==> src/hw/rtl/rsm_pkg.sv <==
`timescale 1ns / 1ps
`default_nettype none
// ----------------------------------------------------------------------------
// rsm_pkg: shared types and constants of the residual SNR meter
// Beat formats, the queue entry between front and back, register indexes and
// the fixed constants of the SNR computation.
// ----------------------------------------------------------------------------
package rsm_pkg;

    localparam int SAMPLE_W  = 16;
    localparam int RES_W     = SAMPLE_W + 1;
    localparam int SNR_W     = 32;
    localparam int EN_W      = 44;
    localparam int RES_EN_W  = 46;
    localparam int FLOOR_W   = 44;
    localparam int FRAC_W    = 16;
    localparam int LOG_INT_W = 6;
    localparam int LOG_W     = LOG_INT_W + FRAC_W;
    localparam int DIV_W     = EN_W + FRAC_W;
    localparam int CFG_IDX_W = 2;
    localparam int PROD_W    = LOG_W + 32;

    localparam logic [31:0]      TEN_LOG10_2_Q30 = 32'd3232284966;
    localparam logic [SNR_W-1:0] DB_DEFAULT_Q16  = 32'hFFB0_0000;
    localparam logic [SNR_W-1:0] SNR_MAX_Q16     = 32'h7FFF_FFFF;
    localparam logic [FLOOR_W-1:0] SYN_FLOOR_RST = 44'd1073742;
    localparam logic [FLOOR_W-1:0] ORG_FLOOR_RST = 44'd10737418;

    typedef enum logic [CFG_IDX_W-1:0] {
        CFG_SNR_IN_DB = 2'd0,
        CFG_SYN_FLOOR = 2'd1,
        CFG_ORG_FLOOR = 2'd2
    } t_cfg_idx;

    typedef struct packed {
        logic signed [SAMPLE_W-1:0] synth_sample;
        logic signed [SAMPLE_W-1:0] original_sample;
        logic                       frame_end;
    } t_in_beat;

    typedef struct packed {
        logic signed [RES_W-1:0] residual_sample;
        logic                    snr_valid;
        logic signed [SNR_W-1:0] snr_value;
    } t_out_beat;

    typedef struct packed {
        logic signed [RES_W-1:0] residual;
        logic                    frame_end;
        logic [EN_W-1:0]         syn_sum;
        logic [EN_W-1:0]         org_sum;
        logic [RES_EN_W-1:0]     res_sum;
    } t_entry;

    typedef struct packed {
        logic snr_in_db;
        logic [FLOOR_W-1:0] syn_floor;
        logic [FLOOR_W-1:0] org_floor;
    } t_cfg;

endpackage
`default_nettype wire

==> src/hw/rtl/rsm_front.sv <==
`timescale 1ns / 1ps
`default_nettype none
// ----------------------------------------------------------------------------
// rsm_front: sample front end
// Forms the residual, squares the three samples and keeps the saturating
// frame energy sums; every beat leaves as one queue entry.
// ----------------------------------------------------------------------------
module rsm_front (
    input  wire              i_clk,
    input  wire              i_rst_n,
    input  wire              i_valid,
    output logic             o_stall,
    input  rsm_pkg::t_in_beat i_data,
    input  wire              i_full,
    output logic             o_push,
    output rsm_pkg::t_entry  o_entry
);
    import rsm_pkg::*;

    logic                       r_s1_vld;
    logic signed [SAMPLE_W-1:0] r_syn, r_org;
    logic                       r_end1;
    logic                       r_s2_vld;
    logic [31:0]                r_sq_s, r_sq_o;
    logic [32:0]                r_sq_d;
    logic signed [RES_W-1:0]    r_res;
    logic                       r_end2;
    logic [EN_W-1:0]            r_syn_sum, n_syn_sum;
    logic [EN_W-1:0]            r_org_sum, n_org_sum;
    logic [RES_EN_W-1:0]        r_res_sum, n_res_sum;

    logic                       adv;
    logic signed [RES_W-1:0]    diff;
    logic signed [2*RES_W-1:0]  sq_d;
    logic [EN_W:0]              add_s, add_o;
    logic [RES_EN_W:0]          add_d;

    assign adv     = !(r_s2_vld && i_full);
    assign o_stall = !adv;
    assign o_push  = r_s2_vld && adv;
    assign diff    = RES_W'(r_syn) - RES_W'(r_org);
    assign sq_d    = diff * diff;

    always_comb begin
        add_s = {1'b0, r_syn_sum} + (EN_W + 1)'(r_sq_s);
        add_o = {1'b0, r_org_sum} + (EN_W + 1)'(r_sq_o);
        add_d = {1'b0, r_res_sum} + (RES_EN_W + 1)'(r_sq_d);
        n_syn_sum = add_s[EN_W] ? {EN_W{1'b1}} : add_s[EN_W-1:0];
        n_org_sum = add_o[EN_W] ? {EN_W{1'b1}} : add_o[EN_W-1:0];
        n_res_sum = add_d[RES_EN_W] ? {RES_EN_W{1'b1}} : add_d[RES_EN_W-1:0];
        o_entry.residual  = r_res;
        o_entry.frame_end = r_end2;
        o_entry.syn_sum   = n_syn_sum;
        o_entry.org_sum   = n_org_sum;
        o_entry.res_sum   = n_res_sum;
    end

    always_ff @(posedge i_clk) begin
        if (!i_rst_n) begin
            r_s1_vld  <= 1'b0;
            r_s2_vld  <= 1'b0;
            r_syn_sum <= '0;
            r_org_sum <= '0;
            r_res_sum <= '0;
        end else begin
            if (adv) begin
                r_s1_vld <= i_valid;
                r_s2_vld <= r_s1_vld;
            end
            if (o_push) begin
                r_syn_sum <= r_end2 ? '0 : n_syn_sum;
                r_org_sum <= r_end2 ? '0 : n_org_sum;
                r_res_sum <= r_end2 ? '0 : n_res_sum;
            end
        end
        if (adv) begin
            r_syn  <= i_data.synth_sample;
            r_org  <= i_data.original_sample;
            r_end1 <= i_data.frame_end;
            r_sq_s <= 32'(r_syn * r_syn);
            r_sq_o <= 32'(r_org * r_org);
            r_sq_d <= sq_d[32:0];
            r_res  <= diff;
            r_end2 <= r_end1;
        end
    end

`ifndef NO_ASSERTIONS
    a_sum_clear: assert property (@(posedge i_clk) disable iff (!i_rst_n)
        (o_push && r_end2) |=> (r_syn_sum == '0 && r_res_sum == '0))
        else $error("frame sums not cleared after frame end");
`endif

endmodule
`default_nettype wire

==> config.mk <==
export PLATFORM = sky130hd
export DESIGN_NAME = rsm_front
export DESIGN_NICKNAME = d
export VERILOG_FILES = /design/src/hw/rtl/rsm_pkg.sv /design/src/hw/rtl/rsm_front.sv
export SDC_FILE = /design/constraint.sdc
export NUM_CORES = 2
export LEC_CHECK = 0
export BUFFER_PORTS_ARGS = -buffer_cell sky130_fd_sc_hd__buf_2
export CORE_MARGIN = 2
export CORE_UTILIZATION = 28
export DETAILED_ROUTE_END_ITERATION = 8
export MAX_ROUTING_LAYER = met4
export PLACE_DENSITY_LB_ADDON = 0.08
export SYNTH_ARGS = -nofsm -noshare
export SYNTH_HDL_FRONTEND = slang
export SYNTH_SLANG_ARGS = --single-unit
export TNS_END_PERCENT = 20
==> constraint.sdc <==
create_clock -name i_clk -period 18.18 [get_ports i_clk]
set_clock_uncertainty 0.05 [all_clocks]
set_input_delay 5.454 -clock i_clk [delete_from_list [all_inputs] [get_ports i_clk]]
set_output_delay 5.454 -clock i_clk [all_outputs]
set_load 0.02 [all_outputs]
# Word level (Yosys, flattened, before mapping)
# Cells that the tools add are included.
# word_totals
out_inout_bits	154
ff_bits	284
in_bits	37
rom_bits	0
latchBits	0
memories	0
mem_bits_rw	0
# op_classes
n_shift	0
mux	6
n_lt_le_gt_ge	0
n_div	0
add_sub_neg	4
n_mul	3
n_eq_ne	0
bitwise	0
reduce_logical	3
# op_table
cell	count
44-bit two-way mux	4
46-bit two-way mux	2
44-bit by 32-bit adder with 45-bit output	2
16-bit by 16-bit multiplier with 32-bit output	2
46-bit by 33-bit adder with 47-bit output	1
17-bit by 17-bit multiplier with 33-bit output	1
16-bit by 16-bit subtractor with 17-bit output	1
1-bit logical AND	2
1-bit logical NOT	1

# Depth between registers and ports, before layout
# depth
ltp_word	3
depth_mapped	37

# Worst setup path before layout
# No wires, ideal clock.
# synth_timing
path_kind	in2out
from	in i_full
to	out o_stall
path_buffers	0
arrival_time_ns	9.310
cell_stages	2
setup_slack_ns	3.366
path_cell_list	nand2_1 -> inv_1
# synth_via
elab_chain_len	1
# synth_rtl
element	line_no	rtl
start, declared	rsm_front.sv:14	input wire i_full,
1-bit logical AND	rsm_front.sv:38	assign adv = !(r_s2_vld && i_full);
end, declared	rsm_front.sv:12	output logic o_stall,
# No other way between the ends.

# Final worst setup path
# Same ends and word-level chain as after synthesis.

==> results.toml <==
[sta]
fmax_mhz = 83.0
hold_violations = 0
tightest_slew_ps = 1030
period_minus_slack_ps = 12040
finalSetupTns_ps = 0
relSlewSlack_pct = 30.8
finalSetupViolCount = 0
rsz0062_at_grt = "no"
final-max-slew-violation-count = 0
finalCritPeriodShare_pct = 66.2

[synth]
synth_common_cells = "inv_1 (976), fa_1 (744), nand2_1 (440)"
synth_area_per_cell_um2 = 9.38
synth.distinct_cells = 81
synth_top_area_share_pct = 35.2
synth_area_leader_cell = "fa_1"
synth_fp_nets = 5655
yosysMostFrequentCell = "inv_1"
ys_seq_area_share_pct = 16.6
synth_edf_count = 144
async_reset_ff_share_pct = 0
ys_warn_count = 0
synth-main-ff-cell = "edfxtp_1"
ys_top_cells_by_area = "fa_1 (35%), ha_1 (11%), edfxtp_1 (10%)"
syn-instance-count = 4514
synth_area_um2 = 42400
ys_ff_latch = 280

[clock_network]
clk_pin_slew_ps = 50
cts.repair.resized = 0
clk_latency_ps = 650
clock_path_buffers = 3
cts_buffers = 44
ctsHoldBuffers = 0
htreeDepth = 2
cts_setup_buffers = 0
cts_root_buf = "clkbuf_16"
cts.sinks = 280
cts_tree = "yes"

[worst_setup_path]
cp-start-kind = "primary input"
crit_required_ps = 12680
worstPathArrival_ps = 6540
crit_type = "primary input to primary output"
crit_fanout = 55
endpoint_kind = "primary output"

[die]
rows = 142
die_x_um = 393
dieArea_um2 = 154000
die_y_um = 393
core_um2 = 150000
initial_core_util_pct = 28.2
ioPinCount = 191

[route]
drt-total-wl_um = 133000
dr.first_iter.drc_count = 1407
drc = 0
wl_per_cell_um = 19.8
vias_per_cell = 4.55
vias = 30700
ant_nets = 0
first_pass_iters = 4

[hold_path]
hold_path_class = "register to register"

[global_route]
grt_max_degree = 63
grt_pass1_vias = 33100
grt_pass1_wl_um = 205000
overflow = 0
grt_antenna_before_repair = 5
grt_usage_pct = 18.2

[cells_and_area]
syn2layout_area_growth_pct = 11.8
stdcell_count = 6737
drive_above_1_share_pct = 7.76
fin_util_pct = 31.6
nets = 5823

[place]
io_buffers = 190
place.gp.congestion = 0.801
hpwl_um = 107000
placed_cells = 6652

[job]
maxCapViolations = 0

[status]
outcome = "completed"
==> worst paths after layout <==
path / startpoint / end / slack (ps) / cells after the start
setup / recovery: i_full / o_stall / 6140 / 4
hold / removal: r_end1 / r_end2 / 370 / 0
setup reg to reg: r_syn[0] / r_sq_d[32] / 7350 / 36
hold reg to reg: r_end1 / r_end2 / 370 / 0
==> layout make-up <==
class / instances / area [um2]
diodes: 3 / 7.51
clock buffers: 60 / 1250
clock inverters: 22 / 225
fillers: 16000 / 103000
inverters: 996 / 3740
multi-input cells: 3110 / 31100
flip-flops and latches: 280 / 7050
well taps: 2016 / 2520
repair buffers: 250 / 1400
==> sequential cells by signal, indices dropped and copies added, names as in the netlist, 16 cells and up <==
register   cells
r_syn_sum     44
r_res         16
r_sq_d        32
r_org         16
r_syn         16
r_res_sum     46
r_sq_o        31
r_org_sum     44
r_sq_s        31
==> cell usage in the layout, fill, tap and decap left out, types with 46 or more instances in the layout <==
master,Yosys,final
a21o_1,94,94
a21oi_1,180,180
a22o_1,72,72
and2_1,85,85
buf_2,1,190
buf_4,2,60
clkbuf_16,0,46
dfxtp_1,136,136
edfxtp_1,144,144
fa_1,744,744
ha_1,360,360
inv_1,976,976
nand2_1,440,439
nor2_1,285,283
nor3_1,50,49
o21ai_0,85,85
xnor2_1,156,153
xor2_1,76,76
==> worst max-delay path, stage by stage <==
cell     delay, ps
buf_2          120
nand2_4        600
inv_1          150
buf_2          210
==> layer usage <==
metal	global-route usage (%)	part of all wire (%)	routed length, um
met1	24.5	48	63600
met5	-	0	0
met2	28.8	46	61100
met3	2.91	4.6	6110
met4	3.71	1.9	2590
==> cells by family after synthesis <==
kind of cell / share of synthesized area, %
AO/OA/AOI/OAI: 11.1
XOR/XNOR: 4.80
adder cells (fa/ha/maj): 45.8
buffers and inverters: 9.98
flip-flops: 16.6
multiplexers: 0.281
AND/OR/NAND/NOR: 11.4
==> through the flow <==
step	setup slack, ps	area (um2)	hold WS (ps)
3_5_place_dp	6080	45900	371
2_1_floorplan	3370	42400	350
4_1_cts	6080	47300	373
5_1_grt	6000	47300	373
3_3_place_gp	6070	45900	356
6_report	6140	47300	372
Power is left out: the tool's default activity adds up to more than one toggle a clock period on the data nets, which glitch-free logic cannot reach.
