$ cat src/hw/rtl/rsm_pkg.sv
`timescale 1ns / 1ps
`default_nettype none
// ----------------------------------------------------------------------------
// rsm_pkg: shared types and constants of the residual SNR meter
// Beat formats, the queue entry between front and back, register indexes and
// the fixed constants of the SNR computation.
// ----------------------------------------------------------------------------
package rsm_pkg;

    localparam int SAMPLE_W  = 16;
    localparam int RES_W     = SAMPLE_W + 1;
    localparam int SNR_W     = 32;
    localparam int EN_W      = 44;
    localparam int RES_EN_W  = 46;
    localparam int FLOOR_W   = 44;
    localparam int FRAC_W    = 16;
    localparam int LOG_INT_W = 6;
    localparam int LOG_W     = LOG_INT_W + FRAC_W;
    localparam int DIV_W     = EN_W + FRAC_W;
    localparam int CFG_IDX_W = 2;
    localparam int PROD_W    = LOG_W + 32;

    localparam logic [31:0]      TEN_LOG10_2_Q30 = 32'd3232284966;
    localparam logic [SNR_W-1:0] DB_DEFAULT_Q16  = 32'hFFB0_0000;
    localparam logic [SNR_W-1:0] SNR_MAX_Q16     = 32'h7FFF_FFFF;
    localparam logic [FLOOR_W-1:0] SYN_FLOOR_RST = 44'd1073742;
    localparam logic [FLOOR_W-1:0] ORG_FLOOR_RST = 44'd10737418;

    typedef enum logic [CFG_IDX_W-1:0] {
        CFG_SNR_IN_DB = 2'd0,
        CFG_SYN_FLOOR = 2'd1,
        CFG_ORG_FLOOR = 2'd2
    } t_cfg_idx;

    typedef struct packed {
        logic signed [SAMPLE_W-1:0] synth_sample;
        logic signed [SAMPLE_W-1:0] original_sample;
        logic                       frame_end;
    } t_in_beat;

    typedef struct packed {
        logic signed [RES_W-1:0] residual_sample;
        logic                    snr_valid;
        logic signed [SNR_W-1:0] snr_value;
    } t_out_beat;

    typedef struct packed {
        logic signed [RES_W-1:0] residual;
        logic                    frame_end;
        logic [EN_W-1:0]         syn_sum;
        logic [EN_W-1:0]         org_sum;
        logic [RES_EN_W-1:0]     res_sum;
    } t_entry;

    typedef struct packed {
        logic snr_in_db;
        logic [FLOOR_W-1:0] syn_floor;
        logic [FLOOR_W-1:0] org_floor;
    } t_cfg;

endpackage
`default_nettype wire

$ cat src/hw/rtl/rsm_queue.sv
`timescale 1ns / 1ps
`default_nettype none
// ----------------------------------------------------------------------------
// rsm_queue: two-entry queue between front and back
// Lets the front keep accumulating while the back works on a frame end.
// ----------------------------------------------------------------------------
module rsm_queue (
    input  wire             i_clk,
    input  wire             i_rst_n,
    input  wire             i_push,
    input  rsm_pkg::t_entry i_entry,
    output logic            o_full,
    input  wire             i_pop,
    output logic            o_empty,
    output rsm_pkg::t_entry o_entry
);
    import rsm_pkg::*;

    t_entry     r_mem [2];
    logic       r_wp, r_rp;
    logic [1:0] r_cnt;

    assign o_full  = r_cnt == 2'd2;
    assign o_empty = r_cnt == 2'd0;
    assign o_entry = r_mem[r_rp];

    always_ff @(posedge i_clk) begin
        if (!i_rst_n) begin
            r_wp  <= 1'b0;
            r_rp  <= 1'b0;
            r_cnt <= '0;
        end else begin
            if (i_push) r_wp <= !r_wp;
            if (i_pop)  r_rp <= !r_rp;
            r_cnt <= r_cnt + 2'(i_push) - 2'(i_pop);
        end
        if (i_push) r_mem[r_wp] <= i_entry;
    end

`ifndef NO_ASSERTIONS
    a_no_overrun: assert property (@(posedge i_clk) disable iff (!i_rst_n)
        !(i_push && o_full) && !(i_pop && o_empty))
        else $error("queue overrun or underrun");
`endif

endmodule
`default_nettype wire

$ cat config.mk
export PLATFORM = sky130hd
export DESIGN_NAME = rsm_queue
export DESIGN_NICKNAME = d
export VERILOG_FILES = /design/src/hw/rtl/rsm_pkg.sv /design/src/hw/rtl/rsm_queue.sv
export SDC_FILE = /design/constraint.sdc
export NUM_CORES = 1
export LEC_CHECK = 0
export BUFFER_PORTS_ARGS = -buffer_cell sky130_fd_sc_hd__buf_2
export CAP_MARGIN = 0
export CORE_ASPECT_RATIO = 1.1
export CORE_MARGIN = 2
export CORE_UTILIZATION = 29
export CTS_CLUSTER_SIZE = 14
export DETAILED_ROUTE_END_ITERATION = 16
export PLACE_DENSITY_LB_ADDON = 0.08
export SLEW_MARGIN = 5
export SYNTH_ARGS = -nofsm -noshare
export SYNTH_HDL_FRONTEND = slang
export SYNTH_SLANG_ARGS = --single-unit
$ cat constraint.sdc
create_clock -name i_clk -period 10.6 [get_ports i_clk]
set_input_delay 1.59 -clock i_clk [delete_from_list [all_inputs] [get_ports i_clk]]
set_output_delay 1.59 -clock i_clk [all_outputs]
set_load 0.1 [all_outputs]
After elaboration in Yosys (flattened, before gate mapping)
Memory sizes are Yosys's and may differ from the RTL's. A register that Yosys moved wholly into a read port is not among the register bits.
Cells that the tools add are included.
{"block": "word_totals", "out_inout_bits": 154, "ram_bits": 304, "inputBits": 156, "ff_bits": 4, "n_memories": 1, "elab_cells": 14}
{"block": "classes", "muxes": 4, "reduce_logical": 3, "n_addsub": 2, "eq_ne": 1}
{"name": "r_mem", "words": 2, "width": 152, "read_ports": 1, "rd_ports_with_merged_regs": 1, "write_ports": 1, "line_no": "rsm_queue.sv:19", "rtl": "t_entry r_mem [2];"}
{"operator": "2-to-1 mux 1 bit", "count": 4}
{"operator": "adder 2 x 1 -> 2 bit", "count": 1}
{"operator": "== test 2 bit, second input constant", "count": 1}
{"operator": "logical NOT 1 bit", "count": 2}
{"operator": "logical NOT 2 bit", "count": 1}
{"operator": "subtractor 2 x 1 -> 2 bit", "count": 1}

Longest topological paths before layout
{"block": "depth", "ltp_word": 3, "mapped_depth": 6, "depth_no_buf": 6}

Worst setup path before layout
Ideal clock, no wire load.
{"block": "synth_timing", "path_type": "input-to-reg", "from": "input port i_push", "to": "memory r_mem[0][0] (netlist name), enable pin", "required_ns": 9.916, "setup_time_ns": 0.684, "path_buffers": 0, "setup_slack_ns": 1.722, "stages": 1, "t_arrival_ns": 8.194, "cell_sequence": "nor2b_1"}
{"block": "synth_between", "elab_chain_cells": 2}
{"element": "from (decl)", "line_no": "rsm_queue.sv:10", "rtl": "input wire i_push,"}
{"element": "2-to-1 mux 1 bit", "line_no": "rsm_queue.sv:37", "rtl": "if (i_push) r_mem[r_wp] <= i_entry;"}
{"element": "2-to-1 mux 1 bit (not written as such)", "line_no": "rsm_queue.sv:37"}
{"element": "to (decl)", "line_no": "rsm_queue.sv:19"}
Every way passes these cells.

==> results.md <==
- The wire length after detailed routing is 25100 µm.
- The post-synthesis net count is about 650.
- Along the worst path, the maximum fanout reaches 70.
- The share of the clock period used by the worst path after layout is 46.0%.
- Sorting the synthesized cells by area gives the leading types as sky130_fd_sc_hd__edfxtp_1 (79%), sky130_fd_sc_hd__mux2_4 (10%), sky130_fd_sc_hd__mux2_2 (7.0%), sky130_fd_sc_hd__buf_6 (0.98%), sky130_fd_sc_hd__dfxtp_1 (0.87%).
- The number of max-cap violations is 0.
- The number of slew-limit violations in the final report came to 0.
- The accumulated negative setup slack is 0 ns.
- The most common cell in the synthesized netlist is sky130_fd_sc_hd__edfxtp_1.
- The via count of the first global-routing pass came to 6367.
- Once detail routing completed, the nets flagged for antenna violations numbered 0.
- From synthesis to final layout, the design area changed by 27.4%.
- The pin count of the biggest net entering global routing is 74.
- At the later pin of the worst-skew pair, clock insertion delay measures 0.52 ns.
- The critical path buffer and inverter count is 2.
- The total number of placement rows is 76.
- The number of detailed-route iterations in the first pass is 4.
- TritonCTS built the clock tree.
- The die covers 41300 µm².
- Data arrives at the worst endpoint at 3.29 ns.
- The critical path goes through buf_4, mux2_2, buf_2.
- The total count of hold-check failures in the final report came to 0.
- The region available for standard cell placement spans 39200 µm².
- The dominant synthesized flop cell is sky130_fd_sc_hd__edfxtp_1.
- The achievable clock frequency is between 200 and 250 MHz.
- The per-cell routed wire length is 18.5 µm.
- The initial antenna violation count came to 6.
- Across the whole layout, storage elements account for about 9200 µm².
- The number of failing setup endpoints in the final timing report is 0.
- The leakage power is around 5.6 nW.
- The total global routing overflow is 0.
- Overall power consumption after layout is estimated at 0.00327 W.
- The setup slack of the most critical reg-to-reg path is 7.43 ns.
- Across the VDD grid, the largest voltage drop is 0.149 mV.
- The path class of the tightest hold or removal check is flip-flop to flip-flop.
- Setup repair after global routing left no endpoint under its margin.
- Once the clock tree was built, the resizer swapped 0 gates to a different size.
- Hold repair after CTS inserted 0 buffers.
- The placed wire-length estimate is 16700 µm.
- For the final database, setup skew stands at 0.00710 ns.
- In this run the post-CTS setup repair buffer count came out at 0.
- Detailed routing inserted a total of 5730 vias.
- The number of fill cells is between 3000 and 4000.
- After detailed routing, the number of vias per cell comes to 4.20.
- Summed over its instances, the top area cell type makes up 79.3% of the synthesized netlist area.
- The post-synthesis share of cell area spent on full adders, half adders and majority gates is less than 1%.
- Routability-driven placement finished with a final weighted congestion of 0.729.
- The cell taking the most area after synthesis is sky130_fd_sc_hd__edfxtp_1.
- 310 I/O pins were placed.
- By area, the combinational part of the netlist is dominated by multiplexers.
- In the final design database the tool counted 988 nets.
- The cell count after placement is 1299.
- The tree built by TritonCTS fans out to 309 sinks.
- The synthesized netlist devotes less than 1% of its cell area to simple gates.
- The minimum clock period is just under 5 ns.
- In the routed design, unresolved DRC markers number 0.
- The post-synthesis cell type count is 14.
- In this run the vertical extent of the chip is 213 µm.
- In this run, CTS created clock tree buffers numbering 36.
- In the global route stage, overall resource usage came out at 11.8%.
- The data required time at the worst endpoint is 9.01 ns.
- The setup path with the least slack is of type flip-flop to output pin.
- The critical path's slowest cell is sky130_fd_sc_hd__buf_4.
- After synthesis, the share of flip-flops with an asynchronous set or reset is 0%.
- For this block, the initial DRC count from the detailed router was roughly 260.
- At the pin with the least slew margin, the transition time is between 1 and 1.5 ns.
- In this run the tool buffered the top-level ports with approximately 310 buffer cells.
- Synthesis produced a netlist whose cell count is 494.
- The number of non-filler instances in the completed layout is 1363.
- The dominant delay contributor by cell family on the critical path is buffers and inverters.
- For this run, the register share of the synthesized area comes to 80.2%.
- The share of cells above drive strength 1 is 60.1%.
- The first global-routing pass estimated about 37000 µm of wire.
- Summing the areas of all xor and xnor instances in the mapped netlist gives 0.272% of the synthesized area.
- The number of buffers on the longest clock path is 3.
- The clock transition at the register clock pins on the worst setup and hold paths after CTS is approximately 0.05 ns.
- The synthesized netlist devotes 0.0652% of its cell area to compound gates.
- The flip-flop and latch count after synthesis is approximately 310.
- The buffer cell driving the clock tree root is sky130_fd_sc_hd__clkbuf_16.
- Yosys mapped a number of flops with a built-in enable equal to 304.
- In the final layout, the multi-input gates occupy 2140 µm².
- The total power per unit cell area is approximately 220 nW/µm².
- The width of the die is a little under 200 µm.
- Headroom to the max-slew limit came out at 23.0%.
- The delay of the slowest cell on the worst path is 0.92 ns.
- A synthesized cell averages 23.3 µm².
- Ranked by instance count, the synthesized netlist is headed by sky130_fd_sc_hd__edfxtp_1 (304), sky130_fd_sc_hd__mux2_4 (80), sky130_fd_sc_hd__mux2_2 (72).
- The maximum level of the CTS H-tree is 2.
- STA classifies the critical path endpoint as an output pin.
- The type of origin of the critical path is a flip-flop.
- The mapped netlist covers 11500 µm².
- The flow ran to the end, and the final reports show no timing, DRC or antenna violations.
- The share of synthesized area spent on multiplexers is between 15 and 20%.
- The effective utilization at floorplan is 29.4%.
- The Yosys step of the flow raised 0 warnings.
[per-layer routing]
layer,GRT usage (%),wire [µm]
met1,12.3,9280
met2,20.8,13000
met3,4.80,2110
met4,5.83,780
met5,0,24
[path summary, 6_finish.rpt]
check / start / endpoint / cells past startpoint
max reg2reg: r_wp$_SDFFE_PN0P_ / r_mem[0][76]$_DFFE_PP_ / 3
max: flip-flop / o_entry[68] / 3
min: r_rp$_SDFFE_PN0P_ / flip-flop / 2
min reg2reg: r_rp$_SDFFE_PN0P_ / flip-flop / 2
[worst register-to-register path, stage by stage (launching register included)]
cell and delay (ns):
sky130_fd_sc_hd__dfxtp_1 0.34, sky130_fd_sc_hd__nor2b_4 0.65, sky130_fd_sc_hd__buf_4 0.84, sky130_fd_sc_hd__buf_4 0.87
[report_power, final]
group / total [W] / switching [W] / internal, W
Clock: 0.00112 / 0.000449 / 0.000669
Sequential: 0.00144 / 0.0000237 / 0.00142
Combinational: 0.000715 / 0.000567 / 0.000148
[sequential cells by signal, summed over array words and instances (netlist names), named ones only]
name,count
r_mem,304
r_cnt,2
r_rp,1
r_wp,1
[final cells by class]
| class | count | share of cell area (%) |
|---|---|---|
| well taps | 507 | 4.32 |
| multi-input cells | 166 | 14.6 |
| inverters | 2 | 0.0512 |
| flip-flops and latches | 309 | 62.9 |
| clock inverters | 10 | 0.469 |
| diodes | 3 | 0.0512 |
| clock buffers | 51 | 6.74 |
| repair buffers | 315 | 10.8 |
[cells in the final DEF, fill, tap and decap left out]
cell | Yosys | final
sky130_fd_sc_hd__ha_1 | 2 | 2
sky130_fd_sc_hd__clkinv_2 | 0 | 4
sky130_fd_sc_hd__nor2b_4 | 0 | 1
sky130_fd_sc_hd__buf_2 | 7 | 309
sky130_fd_sc_hd__dfxtp_1 | 5 | 4
sky130_fd_sc_hd__edfxtp_1 | 304 | 304
sky130_fd_sc_hd__buf_4 | 0 | 6
sky130_fd_sc_hd__clkbuf_8 | 0 | 1
sky130_fd_sc_hd__mux2_2 | 72 | 72
sky130_fd_sc_hd__xor2_1 | 1 | 1
sky130_fd_sc_hd__and2_1 | 4 | 3
sky130_fd_sc_hd__mux2_4 | 80 | 80
sky130_fd_sc_hd__nor2b_1 | 4 | 3
sky130_fd_sc_hd__clkinv_1 | 0 | 5
sky130_fd_sc_hd__dfxtp_4 | 0 | 1
sky130_fd_sc_hd__clkbuf_1 | 0 | 13
sky130_fd_sc_hd__xnor3_1 | 1 | 1
sky130_fd_sc_hd__clkbuf_16 | 0 | 37
sky130_fd_sc_hd__o21a_1 | 1 | 1
sky130_fd_sc_hd__nor2_1 | 1 | 1
sky130_fd_sc_hd__diode_2 | 0 | 3
sky130_fd_sc_hd__and2_4 | 0 | 1
sky130_fd_sc_hd__inv_1 | 2 | 2
sky130_fd_sc_hd__bufinv_16 | 0 | 1
[logic make-up after synthesis]
kind of cell | count (synthesis)
flip-flops | 309
multiplexers | 152
buffers and inverters | 19
AND/OR/NAND/NOR | 9
XOR/XNOR | 2
adder cells (fa/ha/maj) | 2
AO/OA/AOI/OAI | 1
[per-stage QoR]
stage,cell area [µm²],util (%),worst slack [ns],hold WS [ns]
floorplan,11500,-,1.72,0.555
global placement,13600,34.7,6.02,0.571
detailed placement,13600,34.7,5.94,0.558
CTS,14700,37.4,5.58,0.566
global route,14700,37.4,5.52,0.603
finish,14700,37.4,5.72,0.565
(Power assumes the default switching activity.)
