--- config.mk ---
export PLATFORM = sky130hd
export DESIGN_NAME = rsm_back
export DESIGN_NICKNAME = d
export VERILOG_FILES = /design/src/hw/rtl/rsm_pkg.sv /design/src/hw/rtl/rsm_back.sv
export SDC_FILE = /design/constraint.sdc
export NUM_CORES = 2
export LEC_CHECK = 0
export BUFFER_PORTS_ARGS = -buffer_cell sky130_fd_sc_hd__buf_4
export CORE_ASPECT_RATIO = 0.9
export CORE_MARGIN = 2
export CORE_UTILIZATION = 45
export CTS_CLUSTER_DIAMETER = 40
export DETAILED_ROUTE_END_ITERATION = 8
export PLACE_DENSITY_LB_ADDON = 0.05
export SYNTH_ARGS = -nofsm -noshare
export SYNTH_HDL_FRONTEND = slang
export SYNTH_SLANG_ARGS = --single-unit
--- constraint.sdc ---
create_clock -name i_clk -period 14.45 [get_ports i_clk]
set_input_delay 2.89 -clock i_clk [delete_from_list [all_inputs] [get_ports i_clk]]
set_output_delay 2.89 -clock i_clk [all_outputs]
set_load 0.02 [all_outputs]
--- src/hw/rtl/rsm_pkg.sv ---
`timescale 1ns / 1ps
`default_nettype none
// ----------------------------------------------------------------------------
// rsm_pkg: shared types and constants of the residual SNR meter
// Beat formats, the queue entry between front and back, register indexes and
// the fixed constants of the SNR computation.
// ----------------------------------------------------------------------------
package rsm_pkg;

    localparam int SAMPLE_W  = 16;
    localparam int RES_W     = SAMPLE_W + 1;
    localparam int SNR_W     = 32;
    localparam int EN_W      = 44;
    localparam int RES_EN_W  = 46;
    localparam int FLOOR_W   = 44;
    localparam int FRAC_W    = 16;
    localparam int LOG_INT_W = 6;
    localparam int LOG_W     = LOG_INT_W + FRAC_W;
    localparam int DIV_W     = EN_W + FRAC_W;
    localparam int CFG_IDX_W = 2;
    localparam int PROD_W    = LOG_W + 32;

    localparam logic [31:0]      TEN_LOG10_2_Q30 = 32'd3232284966;
    localparam logic [SNR_W-1:0] DB_DEFAULT_Q16  = 32'hFFB0_0000;
    localparam logic [SNR_W-1:0] SNR_MAX_Q16     = 32'h7FFF_FFFF;
    localparam logic [FLOOR_W-1:0] SYN_FLOOR_RST = 44'd1073742;
    localparam logic [FLOOR_W-1:0] ORG_FLOOR_RST = 44'd10737418;

    typedef enum logic [CFG_IDX_W-1:0] {
        CFG_SNR_IN_DB = 2'd0,
        CFG_SYN_FLOOR = 2'd1,
        CFG_ORG_FLOOR = 2'd2
    } t_cfg_idx;

    typedef struct packed {
        logic signed [SAMPLE_W-1:0] synth_sample;
        logic signed [SAMPLE_W-1:0] original_sample;
        logic                       frame_end;
    } t_in_beat;

    typedef struct packed {
        logic signed [RES_W-1:0] residual_sample;
        logic                    snr_valid;
        logic signed [SNR_W-1:0] snr_value;
    } t_out_beat;

    typedef struct packed {
        logic signed [RES_W-1:0] residual;
        logic                    frame_end;
        logic [EN_W-1:0]         syn_sum;
        logic [EN_W-1:0]         org_sum;
        logic [RES_EN_W-1:0]     res_sum;
    } t_entry;

    typedef struct packed {
        logic snr_in_db;
        logic [FLOOR_W-1:0] syn_floor;
        logic [FLOOR_W-1:0] org_floor;
    } t_cfg;

endpackage
`default_nettype wire

--- src/hw/rtl/rsm_back.sv ---
`timescale 1ns / 1ps
`default_nettype none
// ----------------------------------------------------------------------------
// rsm_back: SNR sequencer and output register
// Takes one queue entry at a time; a frame end above both floors with residual
// energy runs a bit-serial divider or two log2 passes and a scaling multiply.
// ----------------------------------------------------------------------------
module rsm_back (
    input  wire               i_clk,
    input  wire               i_rst_n,
    input  rsm_pkg::t_cfg     i_cfg,
    input  wire               i_empty,
    input  rsm_pkg::t_entry   i_entry,
    output logic              o_pop,
    output logic              o_valid,
    input  wire               i_stall,
    output rsm_pkg::t_out_beat o_data
);
    import rsm_pkg::*;

    typedef enum logic [6:0] {
        S_IDLE = 7'b0000001,
        S_DIV  = 7'b0000010,
        S_NORM = 7'b0000100,
        S_SQR  = 7'b0001000,
        S_MUL  = 7'b0010000,
        S_RND  = 7'b0100000,
        S_DONE = 7'b1000000
    } t_state;

    t_state              r_state, n_state;
    t_entry              r_entry, n_entry;
    logic [SNR_W-1:0]    r_snr, n_snr;
    logic [RES_EN_W-1:0] r_rem, n_rem;
    logic [DIV_W-1:0]    r_dvd, n_dvd;
    logic [31:0]         r_q, n_q;
    logic                r_ovf, n_ovf;
    logic [5:0]          r_cnt, n_cnt;
    logic [RES_EN_W-1:0] r_x, n_x;
    logic [LOG_INT_W-1:0] r_n, n_n;
    logic [31:0]         r_m, n_m;
    logic [FRAC_W-1:0]   r_frac, n_frac;
    logic                r_pass, n_pass;
    logic [LOG_W-1:0]    r_ln, n_ln;
    logic [LOG_W-1:0]    r_ld, n_ld;
    logic [PROD_W-1:0]   r_prod, n_prod;
    logic                r_neg, n_neg;
    logic                r_out_vld, n_out_vld;
    t_out_beat           r_out, n_out;

    logic [RES_EN_W:0]   rem2;
    logic                ge;
    logic [63:0]         sq;
    logic [LOG_W:0]      ldiff;
    logic [LOG_W-1:0]    absd;
    logic [PROD_W:0]     rsum;
    logic [SNR_W-1:0]    mag;

    assign o_pop   = (r_state == S_IDLE) && !i_empty;
    assign o_valid = r_out_vld;
    assign o_data  = r_out;

    always_comb begin
        n_state = r_state;   n_entry = r_entry; n_snr = r_snr;
        n_rem = r_rem;       n_dvd = r_dvd;     n_q = r_q;
        n_ovf = r_ovf;       n_cnt = r_cnt;     n_x = r_x;
        n_n = r_n;           n_m = r_m;         n_frac = r_frac;
        n_pass = r_pass;     n_ln = r_ln;       n_ld = r_ld;
        n_prod = r_prod;     n_neg = r_neg;
        n_out_vld = r_out_vld && i_stall;
        n_out = r_out;
        rem2  = {r_rem, r_dvd[DIV_W-1]};
        ge    = rem2 >= {1'b0, r_entry.res_sum};
        sq    = 64'(r_m) * 64'(r_m);
        ldiff = {1'b0, r_ln} - {1'b0, r_ld};
        absd  = ldiff[LOG_W] ? LOG_W'(-ldiff) : ldiff[LOG_W-1:0];
        rsum  = {1'b0, r_prod} + (PROD_W + 1)'(1 << 29);
        mag   = SNR_W'(rsum[PROD_W:30]);
        case (r_state)
            S_IDLE: begin
                if (!i_empty) begin
                    n_entry = i_entry;
                    n_state = S_DONE;
                    if (!i_entry.frame_end) begin
                        n_snr = '0;
                    end else if (!(i_entry.syn_sum > i_cfg.syn_floor &&
                                   i_entry.org_sum > i_cfg.org_floor)) begin
                        n_snr = i_cfg.snr_in_db ? DB_DEFAULT_Q16 : '0;
                    end else if (i_entry.res_sum == '0) begin
                        n_snr = SNR_MAX_Q16;
                    end else if (i_cfg.snr_in_db) begin
                        n_x     = RES_EN_W'(i_entry.org_sum);
                        n_n     = LOG_INT_W'(RES_EN_W - 1);
                        n_pass  = 1'b0;
                        n_state = S_NORM;
                    end else begin
                        n_rem   = '0;
                        n_dvd   = {i_entry.org_sum, FRAC_W'(0)};
                        n_q     = '0;
                        n_ovf   = 1'b0;
                        n_cnt   = 6'(DIV_W);
                        n_state = S_DIV;
                    end
                end
            end
            S_DIV: begin
                n_rem = ge ? RES_EN_W'(rem2 - {1'b0, r_entry.res_sum}) : rem2[RES_EN_W-1:0];
                n_dvd = r_dvd << 1;
                n_q   = {r_q[30:0], ge};
                n_ovf = r_ovf | r_q[31];
                n_cnt = r_cnt - 6'd1;
                if (r_cnt == 6'd1) begin
                    n_snr   = (n_ovf || n_q[31]) ? SNR_MAX_Q16 : n_q;
                    n_state = S_DONE;
                end
            end
            S_NORM: begin
                if (r_x[RES_EN_W-1]) begin
                    n_m     = r_x[RES_EN_W-1 -: 32];
                    n_frac  = '0;
                    n_cnt   = 6'(FRAC_W);
                    n_state = S_SQR;
                end else begin
                    n_x = r_x << 1;
                    n_n = r_n - LOG_INT_W'(1);
                end
            end
            S_SQR: begin
                n_m    = sq[63] ? sq[63:32] : sq[62:31];
                n_frac = {r_frac[FRAC_W-2:0], sq[63]};
                n_cnt  = r_cnt - 6'd1;
                if (r_cnt == 6'd1) begin
                    if (!r_pass) begin
                        n_ln    = {r_n, n_frac};
                        n_x     = r_entry.res_sum;
                        n_n     = LOG_INT_W'(RES_EN_W - 1);
                        n_pass  = 1'b1;
                        n_state = S_NORM;
                    end else begin
                        n_ld    = {r_n, n_frac};
                        n_state = S_MUL;
                    end
                end
            end
            S_MUL: begin
                n_prod  = PROD_W'(absd) * PROD_W'(TEN_LOG10_2_Q30);
                n_neg   = ldiff[LOG_W];
                n_state = S_RND;
            end
            S_RND: begin
                n_snr   = r_neg ? -mag : mag;
                n_state = S_DONE;
            end
            S_DONE: begin
                if (!r_out_vld || !i_stall) begin
                    n_out_vld             = 1'b1;
                    n_out.residual_sample = r_entry.residual;
                    n_out.snr_valid       = r_entry.frame_end;
                    n_out.snr_value       = r_snr;
                    n_state               = S_IDLE;
                end
            end
            default: n_state = S_IDLE;
        endcase
    end

    always_ff @(posedge i_clk) begin
        if (!i_rst_n) begin
            r_state   <= S_IDLE;
            r_out_vld <= 1'b0;
        end else begin
            r_state   <= n_state;
            r_out_vld <= n_out_vld;
        end
        r_entry <= n_entry; r_snr <= n_snr;   r_rem <= n_rem;
        r_dvd <= n_dvd;     r_q <= n_q;       r_ovf <= n_ovf;
        r_cnt <= n_cnt;     r_x <= n_x;       r_n <= n_n;
        r_m <= n_m;         r_frac <= n_frac; r_pass <= n_pass;
        r_ln <= n_ln;       r_ld <= n_ld;     r_prod <= n_prod;
        r_neg <= n_neg;     r_out <= n_out;
    end

`ifndef NO_ASSERTIONS
    a_plain_zero: assert property (@(posedge i_clk) disable iff (!i_rst_n)
        (r_out_vld && !r_out.snr_valid) |-> (r_out.snr_value == '0))
        else $error("SNR value set on a beat that closes no frame");
`endif

endmodule
`default_nettype wire

---- After elaboration in Yosys (flattened, before gate mapping) ----
Index checks and enable logic that the tools add are counted.
word-level totals
  flip-flop bits (word level) ............. 497
  input port bits ......................... 245
  output and inout port bits .............. 52
  logic and storage cells ................. 173
cells by class
  $add $sub $neg .......................... 7
  $mul .................................... 2
  magnitude comparators ................... 3
  equality and inequality tests ........... 21
  muxes and demuxes ....................... 85
  bitwise gates (word level) .............. 3
  reductions and logical operators ........ 28
operator list
  operator                number
  $mux 46                 14
  $mux 32                 15
  $mux 60                 5
  $pmux 46 s3             1
  $pmux 32 s2             2
  $pmux 60 s2             1
  $pmux 32 s3             1
  $pmux 46 s2             1
  $gt 44x44->1            2
  $mux 6                  14
  $mul 32x32->64          1
  $mux 7                  8
  $add 54x30->55 const B  1
  $mul 22x31->53 const B  1
  $pmux 7 s7              1
  $ge 47x46->1            1
  $logic_not 46->1        1
  $sub 46x46->46          1
  $pmux 6 s3              2
  $neg 25->32             1
  $pmux 15 s2             1
  $sub 22x22->23          1
  $mux 22                 1
  $ne 2x2->1 const B      11
  33 further kinds        61

---- Longest topological paths before layout ----
  depth after elaboration ................. 6
  depth in mapped cells ................... 41
  depth with buffers taken out ............ 40

---- Worst setup path after synthesis ----
Ideal clock, no wire load.
  path kind ............................... input to register
  start point ............................. input i_empty
  end point ............................... register r_dvd[16] (enable)
  setup time .............................. 775 ps
  arrival time ............................ 14793 ps
  path slack .............................. -1118 ps
  cell stages on the path ................. 3
  cells stage by stage .................... nor2_1 > nand2_1 > o21ai_0
on the way
  word-level cells in the longest chain between the ends .. 2
RTL lines
  what                               line             text
  start, declared                    rsm_back.sv:12   input wire i_empty,
  $ne 2x2->1 (no source line)        -
  $reduce_and 6->1 (no source line)  -
  end signal, assigned               rsm_back.sv:176  r_dvd <= n_dvd; r_q <= n_q; r_ovf <= n_ovf;
  end, declared                      rsm_back.sv:35   logic [DIV_W-1:0] r_dvd, n_dvd;
No other way between the ends.
A chain may end at the register's enable or synchronous reset.

---- Worst setup path after layout ----
  start point ............................. register r_ln[0]
  end point ............................... register r_prod[53], data pin
RTL lines
  what                    line             text
  start, declared         rsm_back.sv:44   logic [LOG_W-1:0] r_ln, n_ln;
  start signal, assigned  rsm_back.sv:179  r_ln <= n_ln; r_ld <= n_ld; r_prod <= n_prod;
  $sub 22x22->23          rsm_back.sv:75   ldiff = {1'b0, r_ln} - {1'b0, r_ld};
  via ldiff[22]           rsm_back.sv:54   logic [LOG_W:0] ldiff;
  $mux 22                 rsm_back.sv:76   absd = ldiff[LOG_W] ? LOG_W'(-ldiff) : ldiff[LOG_W-1:0];
  $mul 22x31->53          rsm_back.sv:146  n_prod = PROD_W'(absd) * PROD_W'(TEN_LOG10_2_Q30);
  end signal, assigned    rsm_back.sv:179
  end, declared           rsm_back.sv:46   logic [PROD_W-1:0] r_prod, n_prod;
The timed path passes the listed nets, and every way through them passes these cells.

==> summary.txt <==
Outcome
  • Run status: complete, no violations

Synth
  • List of most frequent post-synthesis cells: 1402 x inv_1, 944 x fa_1, 693 x ha_1
  • Share of the synthesized area in the top cell type: between 30% and 40%
  • Part of the Yosys area used for sequential elements: 22.0%
  • Distinct cells, synth: 91
  • Syn nets: around 8000
  • EDFF count, synth: around 450
  • Synth Instances: 6122
  • Ys Warns: 0
  • Post-synthesis simple-gate area fraction: approximately 11%
  • Count leader, synth: inv_1
  • Syn_area_per_cell: 10.1 µm²
  • Predominant post-synthesis flop cell: edfxtp_1
  • Synth area leader: fa_1
  • Synth Area in XOR/XNOR: 2.99%
  • Post-Syn Area: 0.0616 mm²
  • Post-Synth Adder-Cell Area: between 40% and 50%
  • Multiplexer share of the synthesized area: 0.803%
  • Largest family of logic cells by synthesized area: adder cells
  • Synth area leaders: fa_1 31%, edfxtp_1 22%, ha_1 14%
  • Flops & latches, synth: roughly 450
  • Async SR Flop Fraction: 0%
  • Post-synthesis compound-gate area fraction: 8.44%

Finish
  • N_diodes: 0
  • Final Instance Area: 0.0684 mm²
  • Layout cells sized above 1: 8.61%
  • Final core occ: approximately 50%
  • Area grow syn2layout: 11.1%
  • Final #Nets: 8238
  • Final Instance Count excl. Fillers: 8234

Global route
  • Global-route wire length before repair: approximately 270000 µm
  • Total grt overflow: 0
  • Vias in the first global route: approximately 46000
  • Initial antenna violation count: 2
  • Largest net degree at the start of global routing: 67
  • Total track usage: between 20 and 25%

STA
  • Minimum clock period: 10.59 ns
  • Final Cycle Share: roughly three quarters
  • RSZ-0062 raised after global routing: no
  • # setup viols final: 0
  • TNS Setup: 0 ns
  • Hold WS: 0.411 ns
  • Clock skew: 0.0465 ns
  • Slew Viols, Final: 0
  • Fmax: 0.0944 GHz
  • Final Hold Viols: 0
  • Worst relative slew slack: 23.6%
  • Worst-Margin Slew: between 1 and 1.5 ns
  • Setup ws final: roughly 3.9 ns

Clock network
  • Clock Latency Late Sink: ~0.65 ns
  • CTS resizes: 0
  • Reg clk slew, reported paths: about 0.06 ns
  • Clock tree buffer depth: 3
  • TritonCTS clock tree: yes
  • CTS Sinks: between 400 and 500
  • Clock Root Buffer: clkbuf_16
  • CTS Buf Count: 73
  • Number of H-tree levels: 3
  • Postcts setup bufs: 0
  • CTS Hold Bufs: 0

Routing
  • Vias: around 43000
  • DRC Markers: 0
  • Avg WL per Cell: just over 20 µm
  • DRT antenna net count: 0
  • Vias/cell: 5.22
  • DRT Pass-1 Iters: 9
  • Final WL: 168000 µm
  • Detailed router's first-iteration violation count: 2786

Floorplanning
  • Die extent in x: 394 µm
  • Num rows: 128
  • Die area: around 0.14 mm²
  • Core Footprint: between 0.1 and 0.15 mm²
  • Die H: 355 µm
  • Initial Util: between 40 and 50%
  • Io pins: 297

Pwr
  • PwrDens: 71.1 mW/mm²
  • P_leak: 34.2 nW
  • Peak VDD IR: 74.5 µV
  • Total power: 4.87 mW

Critical path
  • CP delay by family, top: adder cells
  • Critical path's most frequent cell: fa_1
  • WP data required: around 15 ns
  • WP data arrival: 10.98 ns
  • Kind of critical path: reg -> reg
  • CP startpoint kind: register
  • Critical Path Max Stage Delay: 0.67 ns
  • Crit path max fanout: 19
  • Reg2Reg Depth: 35
  • Setup crit end kind: register
  • Buffers & Inverters on Critical Path: 5
  • CP max stage cell: xnor2_1
  • Worst path depth: 35

Min path
  • Hold Path Depth: 0
  • HP Class: reg -> reg

Place
  • Detail Placement HPWL: around 130000 µm
  • Area post-placement: between 0.06 and 0.07 mm²
  • Gpl congestion: roughly 0.87
  • Inst Count DP: 8101
  • IO buf count: roughly 300
  • Pre-CTS setup slack: roughly 3.8 ns

Flow run
  • Max Cap Viol: 0
state kept, by name, summed over array words and instances (netlist names), 6 cells and up:
register	count
r_entry	64
o_data	50
r_rem	46
r_x	46
r_dvd	44
r_m	32
r_q	32
r_snr	32
r_prod	25
r_ld	22
r_ln	22
r_frac	15
r_state	7
r_cnt	6
r_n	6
path summary, 6_finish.rpt:
check          startpoint          to  slack (ns)
max               r_ln[0]  r_prod[53]        3.86
min          r_entry[135]  o_data[33]        0.41
max reg2reg       r_ln[0]  r_prod[53]        3.86
min reg2reg  r_entry[135]  o_data[33]        0.41
cells by family (layout without fill, tap and decap cells):
family                     Yosys count  in the layout
DFF                                453            453
adders and majority gates         1637           1637
and+or+nand+nor                   1389           1389
AOI/OAI and AO/OA                  760            760
muxes                               49             49
xor gates and xnor gates           210            210
buffers and inverters             1624           1916
metal layers:
layer | routed length (µm) | GRT usage, % | share of wire (%) | up-vias
met5 | 0 | 0 | 0 | -
met4 | 2550 | 4.32 | 1.5 | 0
met3 | 7800 | 2.73 | 4.6 | 159
met2 | 80400 | 41.2 | 48 | 958
met1 | 77600 | 35.3 | 46 | 21700
li1 | - | - | - | 20100
cell usage in the layout (no fill, tap or decap), types with 59 or more instances in the layout:
cell       netlist  layout
clkbuf_16        0      73
o21ai_0        101      99
edfxtp_1       445     445
and2_1         262     261
xor2_1          85      84
a21oi_1        179     178
xnor2_1        125     125
ha_1           693     693
inv_1         1402    1402
nand4_1         61      61
fa_1           944     944
nand2_1        549     549
a21o_1         150     150
nand3_1         59      59
buf_4            4     369
nor2_1         218     213
report_power, final:
group | internal (mW) | switching, mW | total [mW]
Clock | 1.08 | 0.704 | 1.78
Sequential | 1.52 | 0.0300 | 1.55
Combinational | 0.604 | 0.929 | 1.53
final cells by class:
| class | count | area [µm²] |
|---|---|---|
| Clock buffer | 78 | 1850 |
| Fill cell | 12700 | 67100 |
| Clock inverter | 55 | 663 |
| Sequential cell | 453 | 13500 |
| Inverter | 1414 | 5310 |
| Timing Repair Buffer | 369 | 2770 |
| Tap cell | 1820 | 2280 |
| Multi-Input combinational cell | 4045 | 42000 |
(Power assumes the default switching activity.)
